### src/rtl/assert_macros.svh
// Assertion macros shared by the RTL modules of the UTF-8 validator.
// Each macro expects clk and rst_n to be visible in the including module.
`ifndef ASSERT_MACROS_SVH
`define ASSERT_MACROS_SVH

// Same-cycle implication, disabled while reset is asserted.
`define BUV_ASSERT_NOW(lbl, ante, cons, msg) \
  lbl: assert property (@(posedge clk) disable iff (!rst_n) (ante) |-> (cons)) \
    else $error(msg);

// Next-cycle implication, disabled while reset is asserted.
`define BUV_ASSERT_NEXT(lbl, ante, cons, msg) \
  lbl: assert property (@(posedge clk) disable iff (!rst_n) (ante) |=> (cons)) \
    else $error(msg);

`endif

### src/rtl/buv_pkg.sv
// Package for the UTF-8 validator: byte classes, error codes, the queued
// transaction type and the code point bounds. Depends on nothing.
`default_nettype none

package buv_pkg;

  localparam int unsigned LEN_W = 16;
  localparam int unsigned CP_W  = 21;

  localparam logic [LEN_W-1:0] MAX_LENGTH_RST = 16'd255;

  localparam logic [CP_W-1:0] CP_MIN_2B   = 21'h00080;
  localparam logic [CP_W-1:0] CP_MIN_3B   = 21'h00800;
  localparam logic [CP_W-1:0] CP_MIN_4B   = 21'h10000;
  localparam logic [CP_W-1:0] CP_MAX      = 21'h10FFFF;
  localparam logic [CP_W-1:0] CP_SURR_LO  = 21'h0D800;
  localparam logic [CP_W-1:0] CP_SURR_HI  = 21'h0DFFF;

  typedef enum logic [2:0] {
    CLS_ASCII,
    CLS_LEAD2,
    CLS_LEAD3,
    CLS_LEAD4,
    CLS_CONT,
    CLS_BAD
  } byte_class_t;

  typedef enum logic [2:0] {
    ERR_NONE      = 3'd0,
    ERR_TOO_LONG  = 3'd1,
    ERR_BAD_LEAD  = 3'd2,
    ERR_BAD_CONT  = 3'd3,
    ERR_TRUNCATED = 3'd4,
    ERR_OVERLONG  = 3'd5,
    ERR_RANGE     = 3'd6,
    ERR_SURROGATE = 3'd7
  } err_t;

  // One classified transaction. The payload holds the data bits of the
  // byte with its tag already removed.
  typedef struct packed {
    logic        empty;
    logic        last;
    byte_class_t cls;
    logic [6:0]  bits;
  } item_t;

endpackage

`default_nettype wire

### src/rtl/buv_front.sv
// Front end of the UTF-8 validator: accepts input transactions and
// classifies each byte. Depends on buv_pkg.
`default_nettype none

module buv_front
  import buv_pkg::*;
(
  input  wire logic       in_valid,
  output logic            in_stall,
  input  wire logic [7:0] in_data_byte,
  input  wire logic       in_last,
  input  wire logic       in_empty_text,
  input  wire logic       q_full,
  output logic            q_push,
  output item_t           q_item
);

  byte_class_t cls;
  logic [6:0]  bits;

  always_comb begin
    if (!in_data_byte[7]) begin
      cls  = CLS_ASCII;
      bits = in_data_byte[6:0];
    end else if (in_data_byte[7:6] == 2'b10) begin
      cls  = CLS_CONT;
      bits = {1'b0, in_data_byte[5:0]};
    end else if (in_data_byte[7:5] == 3'b110) begin
      cls  = CLS_LEAD2;
      bits = {2'b00, in_data_byte[4:0]};
    end else if (in_data_byte[7:4] == 4'b1110) begin
      cls  = CLS_LEAD3;
      bits = {3'b000, in_data_byte[3:0]};
    end else if (in_data_byte[7:3] == 5'b11110) begin
      cls  = CLS_LEAD4;
      bits = {4'b0000, in_data_byte[2:0]};
    end else begin
      cls  = CLS_BAD;
      bits = 7'd0;
    end
  end

  assign in_stall     = q_full;
  assign q_push       = in_valid && !q_full;
  assign q_item.empty = in_empty_text;
  assign q_item.last  = in_last;
  assign q_item.cls   = cls;
  assign q_item.bits  = bits;

endmodule

`default_nettype wire

### src/rtl/buv_queue.sv
// Short queue of classified transactions between front and back end.
// Depends on buv_pkg and assert_macros.svh.
`default_nettype none
`include "assert_macros.svh"

module buv_queue
  import buv_pkg::*;
#(
  parameter int unsigned DEPTH = 4
) (
  input  wire logic  clk,
  input  wire logic  rst_n,
  input  wire logic  push,
  input  wire item_t push_item,
  output logic       full,
  input  wire logic  pop,
  output logic       head_valid,
  output item_t      head_item
);

  localparam int unsigned PTR_W = (DEPTH > 1) ? $clog2(DEPTH) : 1;
  localparam int unsigned CNT_W = $clog2(DEPTH + 1);
  localparam logic [PTR_W-1:0] PTR_LAST = PTR_W'(DEPTH - 1);
  localparam logic [CNT_W-1:0] CNT_FULL = CNT_W'(DEPTH);

  item_t            mem_r [DEPTH];
  logic [PTR_W-1:0] wr_ptr_r, wr_ptr_nxt;
  logic [PTR_W-1:0] rd_ptr_r, rd_ptr_nxt;
  logic [CNT_W-1:0] cnt_r, cnt_nxt;

  assign full       = (cnt_r == CNT_FULL);
  assign head_valid = (cnt_r != '0);
  assign head_item  = mem_r[rd_ptr_r];

  always_comb begin
    wr_ptr_nxt = wr_ptr_r;
    rd_ptr_nxt = rd_ptr_r;
    cnt_nxt    = cnt_r;
    if (push) begin
      wr_ptr_nxt = (wr_ptr_r == PTR_LAST) ? '0 : PTR_W'(wr_ptr_r + 1'b1);
    end
    if (pop) begin
      rd_ptr_nxt = (rd_ptr_r == PTR_LAST) ? '0 : PTR_W'(rd_ptr_r + 1'b1);
    end
    if (push && !pop) begin
      cnt_nxt = CNT_W'(cnt_r + 1'b1);
    end else if (pop && !push) begin
      cnt_nxt = CNT_W'(cnt_r - 1'b1);
    end
  end

  always_ff @(posedge clk) begin
    if (!rst_n) begin
      wr_ptr_r <= '0;
      rd_ptr_r <= '0;
      cnt_r    <= '0;
    end else begin
      wr_ptr_r <= wr_ptr_nxt;
      rd_ptr_r <= rd_ptr_nxt;
      cnt_r    <= cnt_nxt;
    end
  end

  always_ff @(posedge clk) begin
    if (push) begin
      mem_r[wr_ptr_r] <= push_item;
    end
  end

  `BUV_ASSERT_NOW(a_q_no_overflow, 1'b1, cnt_r <= CNT_FULL, "queue count above depth")
  `BUV_ASSERT_NOW(a_q_pop_nonempty, pop, cnt_r != '0, "queue popped while empty")
  `BUV_ASSERT_NOW(a_q_push_room, push && !pop, cnt_r != CNT_FULL, "queue pushed while full")

endmodule

`default_nettype wire

### src/rtl/buv_back.sv
// Back end of the UTF-8 validator: per-text decode state, length limit,
// error capture and the result register. Depends on buv_pkg and
// assert_macros.svh.
`default_nettype none
`include "assert_macros.svh"

module buv_back
  import buv_pkg::*;
#(
  parameter int unsigned LENGTH_LIMIT_TOP = 65535
) (
  input  wire logic             clk,
  input  wire logic             rst_n,
  input  wire logic             cfg_wr_en,
  input  wire logic [LEN_W-1:0] cfg_wr_data,
  input  wire logic             q_valid,
  input  wire item_t            q_item,
  output logic                  q_pop,
  output logic                  out_valid,
  input  wire logic             out_stall,
  output logic                  out_valid_res,
  output logic [2:0]            out_error_code,
  output logic [LEN_W-1:0]      out_text_length
);

  localparam logic [LEN_W-1:0] COUNT_TOP = LEN_W'(LENGTH_LIMIT_TOP);

  logic [LEN_W-1:0] max_len_r;
  logic [1:0]       pend_r, pend_upd, pend_nxt;
  logic [1:0]       seq_r, seq_upd, seq_nxt;
  logic [CP_W-1:0]  cp_r, cp_upd, cp_nxt, cp_shift;
  logic [LEN_W-1:0] cnt_r, cnt_upd, cnt_nxt, limit;
  logic             exc_r, exc_upd, exc_nxt;
  err_t             err_r, err_upd, err_nxt;
  err_t             res_code;
  logic             ends_text;
  logic             out_free;
  logic             out_valid_r, out_valid_nxt;
  logic             res_valid_r;
  err_t             res_code_r;
  logic [LEN_W-1:0] res_len_r;

  assign limit     = (max_len_r < COUNT_TOP) ? max_len_r : COUNT_TOP;
  assign ends_text = q_item.empty || q_item.last;
  assign out_free  = !out_valid_r || !out_stall;
  assign q_pop     = q_valid && (!ends_text || out_free);
  assign cp_shift  = {cp_r[CP_W-7:0], q_item.bits[5:0]};

  always_comb begin
    pend_upd = pend_r;
    seq_upd  = seq_r;
    cp_upd   = cp_r;
    cnt_upd  = cnt_r;
    exc_upd  = exc_r;
    err_upd  = err_r;
    if (q_pop && !q_item.empty) begin
      if (cnt_r >= COUNT_TOP) begin
        exc_upd = 1'b1;
      end else begin
        cnt_upd = LEN_W'(cnt_r + 1'b1);
        if (cnt_upd > limit) begin
          exc_upd = 1'b1;
        end
      end
      if (err_r == ERR_NONE) begin
        if (pend_r == 2'd0) begin
          unique case (q_item.cls)
            CLS_ASCII: begin
              seq_upd = 2'd0;
              cp_upd  = CP_W'(q_item.bits);
            end
            CLS_LEAD2: begin
              seq_upd  = 2'd1;
              pend_upd = 2'd1;
              cp_upd   = CP_W'(q_item.bits[4:0]);
            end
            CLS_LEAD3: begin
              seq_upd  = 2'd2;
              pend_upd = 2'd2;
              cp_upd   = CP_W'(q_item.bits[3:0]);
            end
            CLS_LEAD4: begin
              seq_upd  = 2'd3;
              pend_upd = 2'd3;
              cp_upd   = CP_W'(q_item.bits[2:0]);
            end
            default: begin
              err_upd = ERR_BAD_LEAD;
            end
          endcase
        end else if (q_item.cls != CLS_CONT) begin
          err_upd = ERR_BAD_CONT;
        end else begin
          cp_upd   = cp_shift;
          pend_upd = 2'(pend_r - 1'b1);
          if (pend_r == 2'd1) begin
            if ((seq_r == 2'd1 && cp_shift < CP_MIN_2B) ||
                (seq_r == 2'd2 && cp_shift < CP_MIN_3B) ||
                (seq_r == 2'd3 && cp_shift < CP_MIN_4B)) begin
              err_upd = ERR_OVERLONG;
            end else if (cp_shift > CP_MAX) begin
              err_upd = ERR_RANGE;
            end else if (cp_shift >= CP_SURR_LO && cp_shift <= CP_SURR_HI) begin
              err_upd = ERR_SURROGATE;
            end
          end
        end
      end
    end

    if (exc_upd) begin
      res_code = ERR_TOO_LONG;
    end else if (err_upd != ERR_NONE) begin
      res_code = err_upd;
    end else if (pend_upd != 2'd0) begin
      res_code = ERR_TRUNCATED;
    end else begin
      res_code = ERR_NONE;
    end

    if (q_pop && ends_text) begin
      pend_nxt = 2'd0;
      seq_nxt  = 2'd0;
      cp_nxt   = '0;
      cnt_nxt  = '0;
      exc_nxt  = 1'b0;
      err_nxt  = ERR_NONE;
    end else begin
      pend_nxt = pend_upd;
      seq_nxt  = seq_upd;
      cp_nxt   = cp_upd;
      cnt_nxt  = cnt_upd;
      exc_nxt  = exc_upd;
      err_nxt  = err_upd;
    end

    if (q_pop && ends_text) begin
      out_valid_nxt = 1'b1;
    end else if (!out_stall) begin
      out_valid_nxt = 1'b0;
    end else begin
      out_valid_nxt = out_valid_r;
    end
  end

  always_ff @(posedge clk) begin
    if (!rst_n) begin
      max_len_r   <= MAX_LENGTH_RST;
      pend_r      <= 2'd0;
      seq_r       <= 2'd0;
      cp_r        <= '0;
      cnt_r       <= '0;
      exc_r       <= 1'b0;
      err_r       <= ERR_NONE;
      out_valid_r <= 1'b0;
    end else begin
      if (cfg_wr_en) begin
        max_len_r <= cfg_wr_data;
      end
      pend_r      <= pend_nxt;
      seq_r       <= seq_nxt;
      cp_r        <= cp_nxt;
      cnt_r       <= cnt_nxt;
      exc_r       <= exc_nxt;
      err_r       <= err_nxt;
      out_valid_r <= out_valid_nxt;
    end
  end

  always_ff @(posedge clk) begin
    if (q_pop && ends_text) begin
      res_valid_r <= (res_code == ERR_NONE);
      res_code_r  <= res_code;
      res_len_r   <= cnt_upd;
    end
  end

  assign out_valid       = out_valid_r;
  assign out_valid_res   = res_valid_r;
  assign out_error_code  = res_code_r;
  assign out_text_length = res_len_r;

  `BUV_ASSERT_NOW(a_pend_within_seq, 1'b1, pend_r <= seq_r, "pending count above sequence length")
  `BUV_ASSERT_NOW(a_cnt_saturates, 1'b1, cnt_r <= COUNT_TOP, "byte count above its top")
  `BUV_ASSERT_NEXT(a_result_held, out_valid_r && out_stall, out_valid_r && $stable(res_code_r),
    "stalled result lost or changed")

endmodule

`default_nettype wire

### src/rtl/bounded_utf8_validator.sv
// Top level of the bounded UTF-8 validator: front end, queue and back end.
// Depends on buv_pkg, buv_front, buv_queue and buv_back.
//
//   Channel  Handshake            Payload
//   in_      in_valid/in_stall    in_data_byte, in_last, in_empty_text
//   out_     out_valid/out_stall  out_valid_res, out_error_code, out_text_length
//   cfg_     cfg_wr_en            cfg_wr_data (max_length)
//
// One byte transaction is accepted per cycle while the queue has room.
// out_valid rises after the final transaction of a text is accepted: the item is
// written into the queue, then popped by the back end, which registers the result.
// The queue of QUEUE_DEPTH entries absorbs output stalls; in_stall rises when it fills.
// Reset is synchronous and active low; it sets max_length to 255 and clears all text state.
`default_nettype none

module bounded_utf8_validator
  import buv_pkg::*;
#(
  parameter int unsigned LENGTH_LIMIT_TOP = 65535,
  parameter int unsigned QUEUE_DEPTH      = 4
) (
  input  wire logic             clk,
  input  wire logic             rst_n,
  input  wire logic             cfg_wr_en,
  input  wire logic [LEN_W-1:0] cfg_wr_data,
  input  wire logic             in_valid,
  output logic                  in_stall,
  input  wire logic [7:0]       in_data_byte,
  input  wire logic             in_last,
  input  wire logic             in_empty_text,
  output logic                  out_valid,
  input  wire logic             out_stall,
  output logic                  out_valid_res,
  output logic [2:0]            out_error_code,
  output logic [LEN_W-1:0]      out_text_length
);

  item_t push_item;
  item_t head_item;
  logic  q_push;
  logic  q_full;
  logic  q_pop;
  logic  q_valid;

  buv_front u_front (
    .in_valid      (in_valid),
    .in_stall      (in_stall),
    .in_data_byte  (in_data_byte),
    .in_last       (in_last),
    .in_empty_text (in_empty_text),
    .q_full        (q_full),
    .q_push        (q_push),
    .q_item        (push_item)
  );

  buv_queue #(
    .DEPTH (QUEUE_DEPTH)
  ) u_queue (
    .clk        (clk),
    .rst_n      (rst_n),
    .push       (q_push),
    .push_item  (push_item),
    .full       (q_full),
    .pop        (q_pop),
    .head_valid (q_valid),
    .head_item  (head_item)
  );

  buv_back #(
    .LENGTH_LIMIT_TOP (LENGTH_LIMIT_TOP)
  ) u_back (
    .clk             (clk),
    .rst_n           (rst_n),
    .cfg_wr_en       (cfg_wr_en),
    .cfg_wr_data     (cfg_wr_data),
    .q_valid         (q_valid),
    .q_item          (head_item),
    .q_pop           (q_pop),
    .out_valid       (out_valid),
    .out_stall       (out_stall),
    .out_valid_res   (out_valid_res),
    .out_error_code  (out_error_code),
    .out_text_length (out_text_length)
  );

endmodule

`default_nettype wire

### config.mk
export PLATFORM = sky130hd
export DESIGN_NAME = bounded_utf8_validator
export DESIGN_NICKNAME = d
export VERILOG_FILES = /design/src/rtl/buv_pkg.sv /design/src/rtl/buv_front.sv /design/src/rtl/buv_queue.sv /design/src/rtl/buv_back.sv /design/src/rtl/bounded_utf8_validator.sv
export VERILOG_INCLUDE_DIRS = /design/src /design/src/rtl
export SDC_FILE = /design/constraint.sdc
export NUM_CORES = 1
export LEC_CHECK = 0
export BUFFER_PORTS_ARGS = -buffer_cell sky130_fd_sc_hd__buf_2
export CAP_MARGIN = 20
export CORE_MARGIN = 4
export CORE_UTILIZATION = 40
export DETAILED_ROUTE_END_ITERATION = 12
export GPL_TIMING_DRIVEN = 0
export PLACE_DENSITY = 0.55
export SYNTH_ARGS = -nofsm -noshare
export SYNTH_HDL_FRONTEND = slang
export SYNTH_HIERARCHICAL = 1
export SYNTH_SLANG_ARGS = --single-unit
### constraint.sdc
create_clock -name clk -period 8.1 [get_ports clk]
set_clock_uncertainty 0.1 [all_clocks]
set_input_delay 1.215 -clock clk [delete_from_list [all_inputs] [get_ports clk]]
set_output_delay 1.215 -clock clk [all_outputs]
set_load 0.05 [all_outputs]
# [After elaboration in Yosys (flattened, before gate mapping)]
# Memories as Yosys holds them, arrays and structs flattened. A register that Yosys moved wholly into a read port is not among the register bits.
# Index checks and enable logic that the tools add are counted.
[word_totals] register_bits=83 latchBits=0 ramBits=48 romBits=0 input_bits=31 elab_cells=131 mem_count=1
[memory_table] memory="u_queue.mem_r" words=4 width=12 read_ports=1 rd_clocked_by_memory_dff=1 write_ports=1 line_no="buv_queue.sv:26" text="item_t mem_r [DEPTH];"
[classes] addsub=6 mul=0 div_mod_pow=0 n_lt_le_gt_ge=9 eq_ne=18 shifts=0 n_mux=47 bitwise_logic=1 reduce_logical=35
[ops] operator="$mux 3" n=20
[ops] operator="$pmux 15 s4" n=1
[ops] operator="$mux 16" n=3
[ops] operator="$mux 15" n=2
[ops] operator="$mux 7" n=4
[ops] operator="$ge 21x16->1 const B" n=1
[ops] operator="$gt 21x21->1 const B" n=1
[ops] operator="$le 21x16->1 const B" n=1
[ops] operator="$lt 21x12->1 const B" n=1
[ops] operator="$lt 21x17->1 const B" n=1
[ops] operator="$lt 21x8->1 const B" n=1
[ops] operator="$add 16x1->16 const B" n=1
[ops] operator="$ge 16x16->1 const B" n=1
[ops] operator="$gt 16x16->1" n=1
[ops] operator="$lt 16x16->1 const B" n=1
[ops] operator="$mux 2" n=8
[ops] operator="$eq 2x2->1 const B" n=5
[ops] operator="$logic_and 1x1->1" n=10
[ops] operator="$logic_not 3->1" n=3
[ops] operator="$pmux 2 s4" n=1
[ops] operator="$reduce_and 4->1" n=2
[ops] operator="$logic_not 1->1" n=7
[ops] operator="$mux 1" n=7
[ops] operator="$eq 3x2->1 const B" n=2
[ops] operator="21 further kinds" n=31

# [Longest topological paths before layout]
# Gate-level depths: netlist (run 1).
[depth] depth_word=14 mapped_depth=12 depth_no_buf=12

# [Cells and area by module]
# Netlist (run 1), hierarchy kept.
[by_module_without_submodules] module="buv_back" instances=1 cells_each=408 area_per_inst_um2=3789.9 seq_area_each_um2=1721.7
[by_module_without_submodules] module="buv_queue" instances=1 cells_each=106 area_per_inst_um2=2194.6 seq_area_each_um2=1621.6
[by_module_without_submodules] module="buv_front" instances=1 cells_each=19 area_per_inst_um2=122.6 seq_area_each_um2=0.0

# [Least setup slack after synthesis (run 1)]
# OpenSTA, ideal clock, no wires.
[synth_timing] path_type="register to register" start="register u_back.cnt_r[0]" end="register u_back.res_valid_r, in the netlist u_back/out_valid_res, data pin" arrival_ns=3.097 required_ns=7.865 slack_ns=4.768 stages_incl_launch_ff=12 path_buffers=0 path_cell_list="dfxtp_1 > ha_1 > nand3_1 > or4_1 > xnor2_1 > ha_1 > nand4_1 > nor3_1 > a21boi_0 > or4b_1 > a211oi_1 > and4_1"
[synth_between] elab_chain_cells=7
[synth_rtl] item="start: declaration" line_no="buv_back.sv:32" text="logic [LEN_W-1:0] cnt_r, cnt_upd, cnt_nxt, limit;"
[synth_rtl] item="start signal: assignment" line_no="buv_back.sv:163" text="cnt_r <= cnt_nxt;"
[synth_rtl] item="$add 16x1->16" line_no="buv_back.sv:60" text="cnt_upd = LEN_W'(cnt_r + 1'b1);"
[synth_rtl] item="$gt 16x16->1" line_no="buv_back.sv:61" text="if (cnt_upd > limit) begin"
[synth_rtl] item="$mux 1" line_no="buv_back.sv:61"
[synth_rtl] item="$mux 1 (*)" line_no="buv_back.sv:57" text="if (cnt_r >= COUNT_TOP) begin"
[synth_rtl] item="$mux 1 (*)" line_no="buv_back.sv:56" text="if (q_pop && !q_item.empty) begin"
[synth_rtl] item="$mux 3 (*)" line_no="buv_back.sv:111" text="if (exc_upd) begin"
[synth_rtl] item="$logic_not 3->1 (*)" line_no="buv_back.sv:172" text="res_valid_r <= (res_code == ERR_NONE);"
[synth_rtl] item="end signal: assignment" line_no="buv_back.sv:172"
[synth_rtl] item="end: declaration" line_no="buv_back.sv:39" text="logic res_valid_r;"
# Every way passes the cells marked *; elsewhere a longest branch is shown, timed or not.
# A chain may end at the register's enable or synchronous reset.

# [Final worst setup path (run 1)]
# Same ends and word-level chain as after synthesis.

==> results of run 1 <==
-- sequential cells by signal (all words and copies together), names as in the netlist, named ones only --
| name | cells |
|---|---|
| u_queue/mem_r | 48 |
| u_back/cnt_r | 16 |
| u_back/max_len_r | 16 |
| u_back/out_text_length | 16 |
| u_back/cp_r | 15 |
| u_back/err_r | 3 |
| u_back/out_error_code | 3 |
| u_queue/cnt_r | 3 |
| u_back/pend_r | 2 |
| u_back/seq_r | 2 |
| u_queue/rd_ptr_r | 2 |
| u_queue/wr_ptr_r | 2 |
| u_back/exc_r | 1 |
| u_back/out_valid | 1 |
| u_back/out_valid_res | 1 |
-- path summary, 6_finish.rpt --
| kind | from | end | slack [ps] |
|---|---|---|---|
| setup / recovery | u_back/cnt_r[0]$_SDFF_PP0_ | u_back/out_valid_res$_DFFE_PP_ | 4140 |
| hold / removal | u_back/cp_r[0]$_SDFFE_PP0P_ | u_back/cp_r[0]$_SDFFE_PP0P_ | 370 |
| setup reg to reg | u_back/cnt_r[0]$_SDFF_PP0_ | u_back/out_valid_res$_DFFE_PP_ | 4140 |
| hold reg to reg | u_back/cp_r[0]$_SDFFE_PP0P_ | u_back/cp_r[0]$_SDFFE_PP0P_ | 370 |
-- power groups by stage --
stage                     registers [uW]  logic, uW  clock network (uW)
after detailed placement             921        833                   0
after CTS                            908        837                 734
after floorplan                     1100        448                   0
after global routing                 918        908                 765
after global placement               920        824                   0
final                                904        827                 714
-- metal layers --
| layer | vias to the layer above | share of wire | track usage |
|---|---|---|---|
| met5 | - | 0 | 0 |
| met4 | 0 | 0.011 | 0.0455 |
| met3 | 11 | 0.032 | 0.0455 |
| met2 | 60 | 0.49 | 0.234 |
| met1 | 1932 | 0.47 | 0.187 |
| li1 | 2063 | - | - |
-- layout make-up --
| type | count | area (um2) | share of cell area |
|---|---|---|---|
| flip-flops and latches | 133 | 3340 | 0.468 |
| inverters | 26 | 97.6 | 0.0137 |
| clock buffers | 18 | 450 | 0.0631 |
| repair buffers | 49 | 245 | 0.0343 |
| multi-input cells | 352 | 2560 | 0.359 |
| clock inverters | 14 | 109 | 0.0152 |
| plain buffers | 22 | 103 | 0.0144 |
| well taps | 184 | 230 | 0.0322 |
-- kinds of logic after synthesis --
logic type / count (synthesis)
and+or+nand+nor: 191
DFF: 133
AOI/OAI and AO/OA: 80
buffers and inverters: 48
muxes: 28
xor gates and xnor gates: 27
adders and majority gates: 26
-- through the flow --
stage	cells	area, um2	setup WS [ps]	hold WS, ps	power [uW]
after floorplan	533	6110	4770	337	1550
final	798	7140	4140	366	2450
after CTS	798	7140	4130	368	2480
after global routing	798	7140	3910	405	2590
after detailed placement	766	6580	4170	360	1750
after global placement	766	6580	4210	355	1740
-- worst min-delay path: stages (launching register included) --
cell and delay, ps:
dfxtp_1 310, nand2_1 60, a21oi_1 50
-- cell usage in the layout (no fill, tap or decap), drive strengths merged, types with 6 or more instances in the layout --
| cell | count |
|---|---|
| edfxtp | 68 |
| dfxtp | 65 |
| buf | 55 |
| nand2 | 45 |
| inv | 34 |
| clkbuf | 34 |
| nor2 | 33 |
| nor2b | 32 |
| a21oi | 32 |
| ha | 25 |
| nand3 | 18 |
| mux2i | 15 |
| xnor2 | 14 |
| xor2 | 13 |
| mux4 | 12 |
| nor3 | 10 |
| o211ai | 10 |
| nor3b | 10 |
| and2 | 10 |
| o21ai | 9 |
| o21a | 7 |
| and3 | 7 |
| nand4 | 7 |
| and4 | 6 |
| clkinv | 6 |
==> metrics, run 1 <==
status finished, final reports clean; fmax 252 MHz; logic gate share of total power 0.338; Clk network pwr share 0.292; Psw 920 uW; I/O Buffers 49; Critical Path Most Common Cell ha_1; core footprint 14,800 um2; Max FO, Critical Path 5; Main synth FF type edfxtp_1; Via density 5.10; layout cell share with drive strength beyond 1 0.166; H-tree levels 4; Synth Area in XOR/XNOR 0.0387; DR iter-0 viols 186; CTS Buffer Depth 2; WL final 12,000 um; # setup viols final 0; Pint 1530 uW; number of enable flip-flop cells after synthesis 68; Hold Crit Depth 2; CTS Root Cell clkbuf_16; Worst path top cell family by delay simple AND/OR/NAND/NOR gates; CTS tree built; clk_lat worst skew 420 ps; post-synth top area cell edfxtp_1; net count after synthesis 590; Yosys top cell area share 0.334; Worst Path Buf+Inv 0; final net count 658; cell row count 44; drt pass-1 iters 4; sequential share of the synthesized area 0.547; Tot GR Track Use 0.145; largest family of logic cells by synthesized area simple AND/OR/NAND/NOR gates; vias in the first global route 4,091; Critical Path AT 4140 ps; Hold WC Path Type register to register; Worst-path clk slew 60 ps; CP Data Required Time 8270 ps; CP max stage cell or4_1; Area contributors post-synth edfxtp_1 (33%), dfxtp_1 (21%), ha_1 (5.1%); Syn Inst Count 533; Initial Util 0.414; Post-CTS Setup Bufs 0; top-count cell post-synth edfxtp_1; largest net degree at the start of global routing 21; cell count along the critical path 11; simple-gate area share of the yosys netlist 0.167; Die Wd 132 um; Final Core Density 0.484; Setup CP Type register to register; fin crit period 3960 ps; setup TNS 0 ps; Final Wtd Congestion 0.789; Leak 0.00279 uW; Yosys warning count 6; Tcrit/Tclk final 0.489; Synth Area in Compound Gates 0.0879; Area Overhead vs Synth 16.9%; Post-DP HPWL 8900 um; antenna-violating nets left 0; post-synthesis mux area share 0.0719; synthesized cell area 6110 um2; total die area 17,300 um2; number of fill cells 1,343; Residual DRC 0; top cells by count, synth edfxtp_1 (68), dfxtp_1 (65), nand2_1 (45); Ports 53; Hold Buf Count CTS 0; grt ovf 0; Slew HR 0.456; crit-path cells ha_1, nand3_1, or4_1, xnor2_1, ha_1, nand4_1, nor3_1, a21boi_0, or4b_1, a211oi_1, and4_1; ys async rst share 0; Reg power frac 0.370; Avg WL per Cell 15.1 um; Fin. Hold Viols 0; nature of the critical path endpoint register; clk sinks 133; CTS Buf Count 17; floorplan die height 132 um; Post-Synth Adder-Cell Area 0.0545; Sw Ratio 0.376; initial antenna violation count 0; ant diodes 0; FF+latch count, synth 133; Setup crit start kind register; RSZ-0062 raised after global routing no; cts repair resizes 0; synth unique cells 58; worst vdd ir 0.168 mV; max incr delay on CP 660 ps; Pwr Density 342 nW/um2; Worst-Margin Slew 815 ps; max-slew violations 0; global-route wire length before repair 20,200 um; MaxCap Viol Count 0; worst r2r path cells 11; via count 4,066; Post-Syn Area per Cell 11.5 um2
Note: power is estimated with default switching activity, not from simulation.
==> inputs of run 2 (changes only) <==
--- a/config.mk
+++ b/config.mk
@@ -12,7 +12,7 @@
 export CORE_UTILIZATION = 40
 export DETAILED_ROUTE_END_ITERATION = 12
 export GPL_TIMING_DRIVEN = 0
-export PLACE_DENSITY = 0.55
+export PLACE_DENSITY = 0.57
 export SYNTH_ARGS = -nofsm -noshare
 export SYNTH_HDL_FRONTEND = slang
 export SYNTH_HIERARCHICAL = 1
==> constraint.sdc (replaced) <==
create_clock -name clk -period 3.5 [get_ports clk]
set_clock_uncertainty 0.1 [all_clocks]
set_input_delay 0.525 -clock clk [delete_from_list [all_inputs] [get_ports clk]]
set_output_delay 0.525 -clock clk [all_outputs]
set_load 0.05 [all_outputs]
==> run 2 against run 1 <==
Utilization is 0.30 points higher. Non-clock buffer count unchanged. Routed wire length rose by 4.1%. Power up 130%. Clock power is 130% higher. Flip-flop and latch count unchanged. Final area is 0.61% higher. Final cell count unchanged. First-iteration DRC count decreased by 4.8%. Critical endpoint unchanged.
==> metrics, run 2 (synthesized netlist as in run 1, its figures left out) <==
GR Util met1 0.193 (+0.00542); antenna-violating nets left 0 (unchanged); met3 track demand over resource 0.0455 (unchanged); crit-path cells ha_4, and3_2, nand4_1, nor2_2, xor2_1, ha_1, nand4_1, nor3_1, a21boi_0, or4b_4, a211oi_4, and4_1; vias in the first global route 4,232 (+3.4%); I/O Buffers 49 (unchanged); fmax 300 MHz (+19%); Worst path top cell family by delay simple AND/OR/NAND/NOR gates; fin crit period 3330 ps (-630 ps); Area Overhead vs Synth 17.7%; Post-DP HPWL 9040 um (+1.5%); Leak 0.00278 uW (-0.43%); Hold Buf Count CTS 0 (unchanged); status finished, final reports clean; WL final 12,500 um (+4.1%); cell count along the critical path 12 (+1); most frequent cells in the layout edfxtp_1 (68), dfxtp_1 (62), buf_2 (50); clk_lat worst skew 420 ps (about the same); Critical Path AT 3510 ps (-630 ps); Setup CP Type register to register; Avg WL per Cell 15.7 um (+4.1%); ant diodes 0 (unchanged); pre-CTS setup slack -353 ps (-4520 ps); Die Wd 132 um (unchanged); final setup margin 167 ps (-3970 ps); CP Data Required Time 3680 ps (-4590 ps); Reg2Reg Setup Slack 170 ps (-3970 ps); largest net degree at the start of global routing 21 (unchanged); CTS Buffer Depth 2 (unchanged); dpl cells 766 (unchanged); nature of the critical path endpoint register; core footprint 14,800 um2 (unchanged); Final Core Density 0.487 (+0.00297); cell row count 44 (unchanged); Residual DRC 0 (unchanged); MaxCap Viol Count 0 (unchanged); Pwr Density 792 nW/um2 (+130%); Critical Path Most Common Cell nand4_1; via count 4,193 (+3.1%); Via density 5.25 (+3.1%); RSZ-0062 raised after global routing no; Critical path origin u_back/cnt_r[1]$_SDFF_PP0_; post-route non-filler standard cell count 798 (unchanged); Reg with most FFs u_queue/mem_r; Tcrit/Tclk final 0.952 (+0.463); floorplan die height 132 um (unchanged); # setup viols final 0 (unchanged); Tot GR Track Use 0.150 (+0.00527); R2R Path End u_back/out_valid_res$_DFFE_PP_; clk sinks 133 (unchanged); commonest non-fill, non-tap cell in the layout edfxtp_1; drt pass-1 iters 4 (unchanged); Hold WC Path Type primary input to register; H-tree levels 4 (unchanged); grt ovf 0 (unchanged); FF-to-FF Start u_back/cnt_r[1]$_SDFF_PP0_; Worst Path Buf+Inv 0 (unchanged); final instance area 7190 um2 (+0.61%); busiest grt layer met2; max reg flops 48 (unchanged); worst vdd ir 0.361 mV (+120%); worst r2r path cells 12 (+1); CP max stage cell or4b_4; final net count 658 (unchanged); Worst-path clk slew 60 ps (about the same); total die area 17,300 um2 (unchanged); max incr delay on CP 510 ps (-150 ps); global-route wire length before repair 20,900 um (+3.4%); placed cell area 6580 um2 (unchanged); Worst-Margin Slew 801 ps (-14.5 ps); Initial Util 0.414 (unchanged); max-slew violations 0 (unchanged); Ports 53 (unchanged); Setup crit start kind register; Fin. Hold Viols 0 (unchanged); CTS tree built; initial antenna violation count 0 (unchanged); Slew HR 0.466 (+0.00968); Final Wtd Congestion 0.802 (+1.7%); CTS Root Cell clkbuf_16; Worst Setup EP u_back/out_valid_res$_DFFE_PP_; Max FO, Critical Path 5 (unchanged); CTS Buf Count 17 (unchanged); layout cell share with drive strength beyond 1 0.182 (+0.0163); DR iter-0 viols 177 (-4.8%); met2 usage 0.243 (+0.00888)
run 2: changes by cell type in the layout (fill, tap and decap cells not counted), sizes merged:
cell / change
inv: -5
buf: +2
clkinvlp: +2
bufinv: +1
run 2: where the power goes:
group	switching [uW]	total, uW	internal (uW)	leakage, uW
clock network	660	1630	975	0.000258
logic	1340	1950	612	0.00135
registers	128	2100	1980	0.00117
total	2130	5690	3560	0.00278
run 2: worst min path at each step:
| stage | cells past startpoint | end | startpoint | slack (ps) |
|---|---|---|---|---|
| final | 1 | u_queue/mem_r[1][11]$_DFFE_PP_ | in_empty_text | 210 |
| after global routing | 1 | u_queue/mem_r[1][11]$_DFFE_PP_ | in_empty_text | 190 |
| after CTS | 1 | u_queue/mem_r[1][11]$_DFFE_PP_ | in_empty_text | 190 |
| after detailed placement | 2 | u_back/cp_r[0]$_SDFFE_PP0P_ | u_back/cp_r[0]$_SDFFE_PP0P_ | 360 |
| after global placement | 2 | u_back/cp_r[0]$_SDFFE_PP0P_ | u_back/cp_r[0]$_SDFFE_PP0P_ | 350 |
| after floorplan | 2 | u_back/cp_r[0]$_SDFFE_PP0P_ | u_back/cp_r[0]$_SDFFE_PP0P_ | 340 |
run 2: cell type report:
class	instances	area [um2]
Tap cell	184	230
Sequential cell	133	3350
Timing Repair Buffer	51	260
Buffer	20	95.1
Clock inverter	12	105
Fill cell	1338	7570
Multi-Input combinational cell	352	2610
Inverter	26	97.6
Clock buffer	20	437
run 2: worst register-to-register path, cell delays in order, from the launching register on:
cell and delay, ps:
dfxtp_1 410, ha_4 180, and3_2 220, nand4_1 190
nor2_2 170, xor2_1 170, ha_1 280, nand4_1 190
nor3_1 100, a21boi_0 140, or4b_4 510, a211oi_4 300
and4_1 230
run 2: metal layers:
metal | share of wire | wire, um
met4 | 0.014 | 171
met3 | 0.043 | 536
met5 | 0 | 0
met2 | 0.48 | 5970
met1 | 0.47 | 5850
run 2: what timing repair did:
action,CTS,global route
pin swaps,2,4
gates resized for setup,7,8
buffers inserted,0,2
setup endpoints to repair,5,5
run 2: metrics by stage:
step / setup TNS (ps) / hold WS (ps) / total power, uW
6_report: 0 / 208 / 5690
3_3_place_gp: -1600 / 351 / 4020
5_1_grt: 0 / 189 / 6010
2_1_floorplan: 0 / 337 / 3580
3_5_place_dp: -1510 / 358 / 4070
4_1_cts: 0 / 187 / 5740
==> inputs of run 3 (changes only) <==
--- a/config.mk
+++ b/config.mk
@@ -8,11 +8,11 @@
 export LEC_CHECK = 0
 export BUFFER_PORTS_ARGS = -buffer_cell sky130_fd_sc_hd__buf_2
 export CAP_MARGIN = 20
-export CORE_MARGIN = 4
 export CORE_UTILIZATION = 40
 export DETAILED_ROUTE_END_ITERATION = 12
 export GPL_TIMING_DRIVEN = 0
 export PLACE_DENSITY = 0.57
+export REMOVE_ABC_BUFFERS = 1
 export SYNTH_ARGS = -nofsm -noshare
 export SYNTH_HDL_FRONTEND = slang
 export SYNTH_HIERARCHICAL = 1
==> run 3 against run 2 <==
The run now ends with design-rule violations left. Die area fell by 8.9%. Sequential power increased by 2%. Final cell count decreased by 2.0%. Via count decreased by 4.5%. Final area decreased by 0.49%.
==> metrics, run 3 (synthesized netlist as in run 1, its figures left out) <==
Critical Path AT 3560 ps (+50 ps); Setup CP Type register to register; Pwr Density 791 nW/um2 (-0.12%); Max FO, Critical Path 5 (unchanged); global-route wire length before repair 20,100 um (-3.7%); Multi-input gate area 2620 um2 (+0.24%); Post-DP HPWL 8300 um (-8.1%); CTS Buffer Depth 2 (unchanged); DR iter-0 viols 148 (-16%); failing checks design-rule violations; vias in the first global route 3,995 (-5.6%); Hold Crit Depth 1 (unchanged); floorplan die height 126 um (-4.6%); CTS tree built; Ports 53 (unchanged); max-slew violations 0 (unchanged); max incr delay on CP 530 ps (+20 ps); largest net degree at the start of global routing 29 (+38%); clk sinks 133 (unchanged); Die Wd 126 um (-4.6%); max reg flops 48 (unchanged); Leak 0.00277 uW (-0.30%); number of fill cells 1,294 (-3.3%); Worst-Margin Slew 883 ps (+82.1 ps); clk_lat worst skew 410 ps (about the same); Reg with most FFs u_queue/mem_r; MaxCap Viol Count 0 (unchanged); CP max stage cell or4b_4; cell row count 44 (unchanged); core footprint 14,700 um2 (-0.37%); # setup viols final 0 (unchanged); nature of the critical path endpoint register; final net count 642 (-2.4%); I/O Buffers 52 (+6.1%); grt ovf 0 (unchanged); CTS Buf Count 17 (unchanged); Avg WL per Cell 15.4 um (-1.9%); fmax 295 MHz (-1.6%); FF-to-FF Start u_back/cnt_r[0]$_SDFF_PP0_; Setup crit start kind register; WL final 12,000 um (-3.9%); CTS Root Cell clkbuf_16; ant diodes 0 (unchanged); Residual DRC 6 (+6); status finished with violations; Tcrit/Tclk final 0.968 (+0.0157); fin crit period 3390 ps (+54.9 ps); sequential cell area 3350 um2 (+0.19%); Slew HR 0.411 (-0.0543); most frequent cells in the layout edfxtp_1 (68), dfxtp_1 (57), buf_2 (52); dpl cells 748 (-2.3%); overall power 5650 uW (-0.60%); initial antenna violation count 0 (unchanged); Area Overhead vs Synth 17.1%; via count 4,005 (-4.5%); H-tree levels 4 (unchanged); worst r2r path cells 11 (-1); layout cell share with drive strength beyond 1 0.202 (+0.0199); Initial Util 0.415 (+0.00155); RSZ-0062 raised after global routing no; Final Wtd Congestion 0.798 (-0.57%); Worst-path clk slew 60 ps (about the same); crit-path cells ha_4, nand3_2, or4_4, xnor2_1, ha_1, nand4_1, nor3_1, a21boi_0, or4b_4, a211oi_4, and4_1; worst vdd ir 0.374 mV (+3.5%); commonest non-fill, non-tap cell in the layout edfxtp_1; drt pass-1 iters 9 (+5); hold path startpoint in_last; Critical path origin u_back/cnt_r[0]$_SDFF_PP0_; Hold WC Path Type primary input to register; antenna-violating nets left 0 (unchanged); Via density 5.12 (-2.5%); Fin. Hold Viols 0 (unchanged); Tot GR Track Use 0.165 (+0.0147); post-route non-filler standard cell count 782 (-2.0%); total die area 15,800 um2 (-8.9%); CP Data Required Time 3670 ps (about the same)
run 3: cell count changes in the layout (fill, tap and decap cells not counted), moves of 2 or more:
cell | before | now
clkinv_4 | 2 | 5
buf_2 | 50 | 52
dfxtp_1 | 62 | 57
dfxtp_2 | 3 | 8
buf_4 | 5 | 2
inv_6 | 3 | 7
clkbuf_1 | 17 | 1
clkinv_1 | 3 | 0
and4_4 | 0 | 2
run 3: per-stage QoR:
step	instance area, um2	hold WS, ps	setup TNS, ps	utilization	worst slack (ps)
after floorplan	6000	337	0	-	168
after global placement	6490	351	-2490	0.442	-460
after detailed placement	6530	357	-1970	0.444	-476
after CTS	7110	206	0	0.484	40.5
after global routing	7150	213	0	0.486	2.62
final	7150	220	0	0.486	112
run 3: what timing repair did:
| item | in CTS | in global routing |
|---|---|---|
| setup buffers | 2 | 0 |
| setup endpoints to repair | 5 | 6 |
| resized for setup | 6 | 15 |
| pin swaps | 4 | 3 |
| hold buffers | 0 | 0 |
run 3: where the power goes:
group | switching (uW) | leakage, uW | internal [uW]
clock | 705 | 0.000267 | 924
sequential | 178 | 0.00117 | 1980
combinational | 1270 | 0.00133 | 599
run 3: path summary, 6_finish.rpt:
kind / endpoint / slack, ps
max: u_back/out_valid_res$_DFFE_PP_ / 110
min: u_queue/mem_r[2][10]$_DFFE_PP_ / 220
max reg2reg: u_back/out_valid_res$_DFFE_PP_ / 110
min reg2reg: u_back/cp_r[0]$_SDFFE_PP0P_ / 360
run 3: routing by layer:
| metal | share of wire | vias to the layer above | track usage |
|---|---|---|---|
| li1 | - | 2024 | - |
| met1 | 0.49 | 1900 | 0.219 |
| met2 | 0.46 | 69 | 0.257 |
| met3 | 0.036 | 12 | 0.0441 |
| met4 | 0.014 | 0 | 0.0638 |
| met5 | 0 | - | 0 |
run 3: critical path: cells and delay by family (launching register included):
kind	cells	cell delay (ps)
AO/OA/AOI/OAI	2	490
XOR/XNOR	1	160
adder cells (fa/ha/maj)	2	470
flip-flops	1	410
AND/OR/NAND/NOR	6	1610
run 3: area by class of cell:
type	count	share of cell area
clock inverter	14	0.0164
sequential	133	0.469
inverter	26	0.0136
multi-input combinational	352	0.366
clock buffer	18	0.0600
tap	184	0.0322
timing repair buffer	55	0.0423
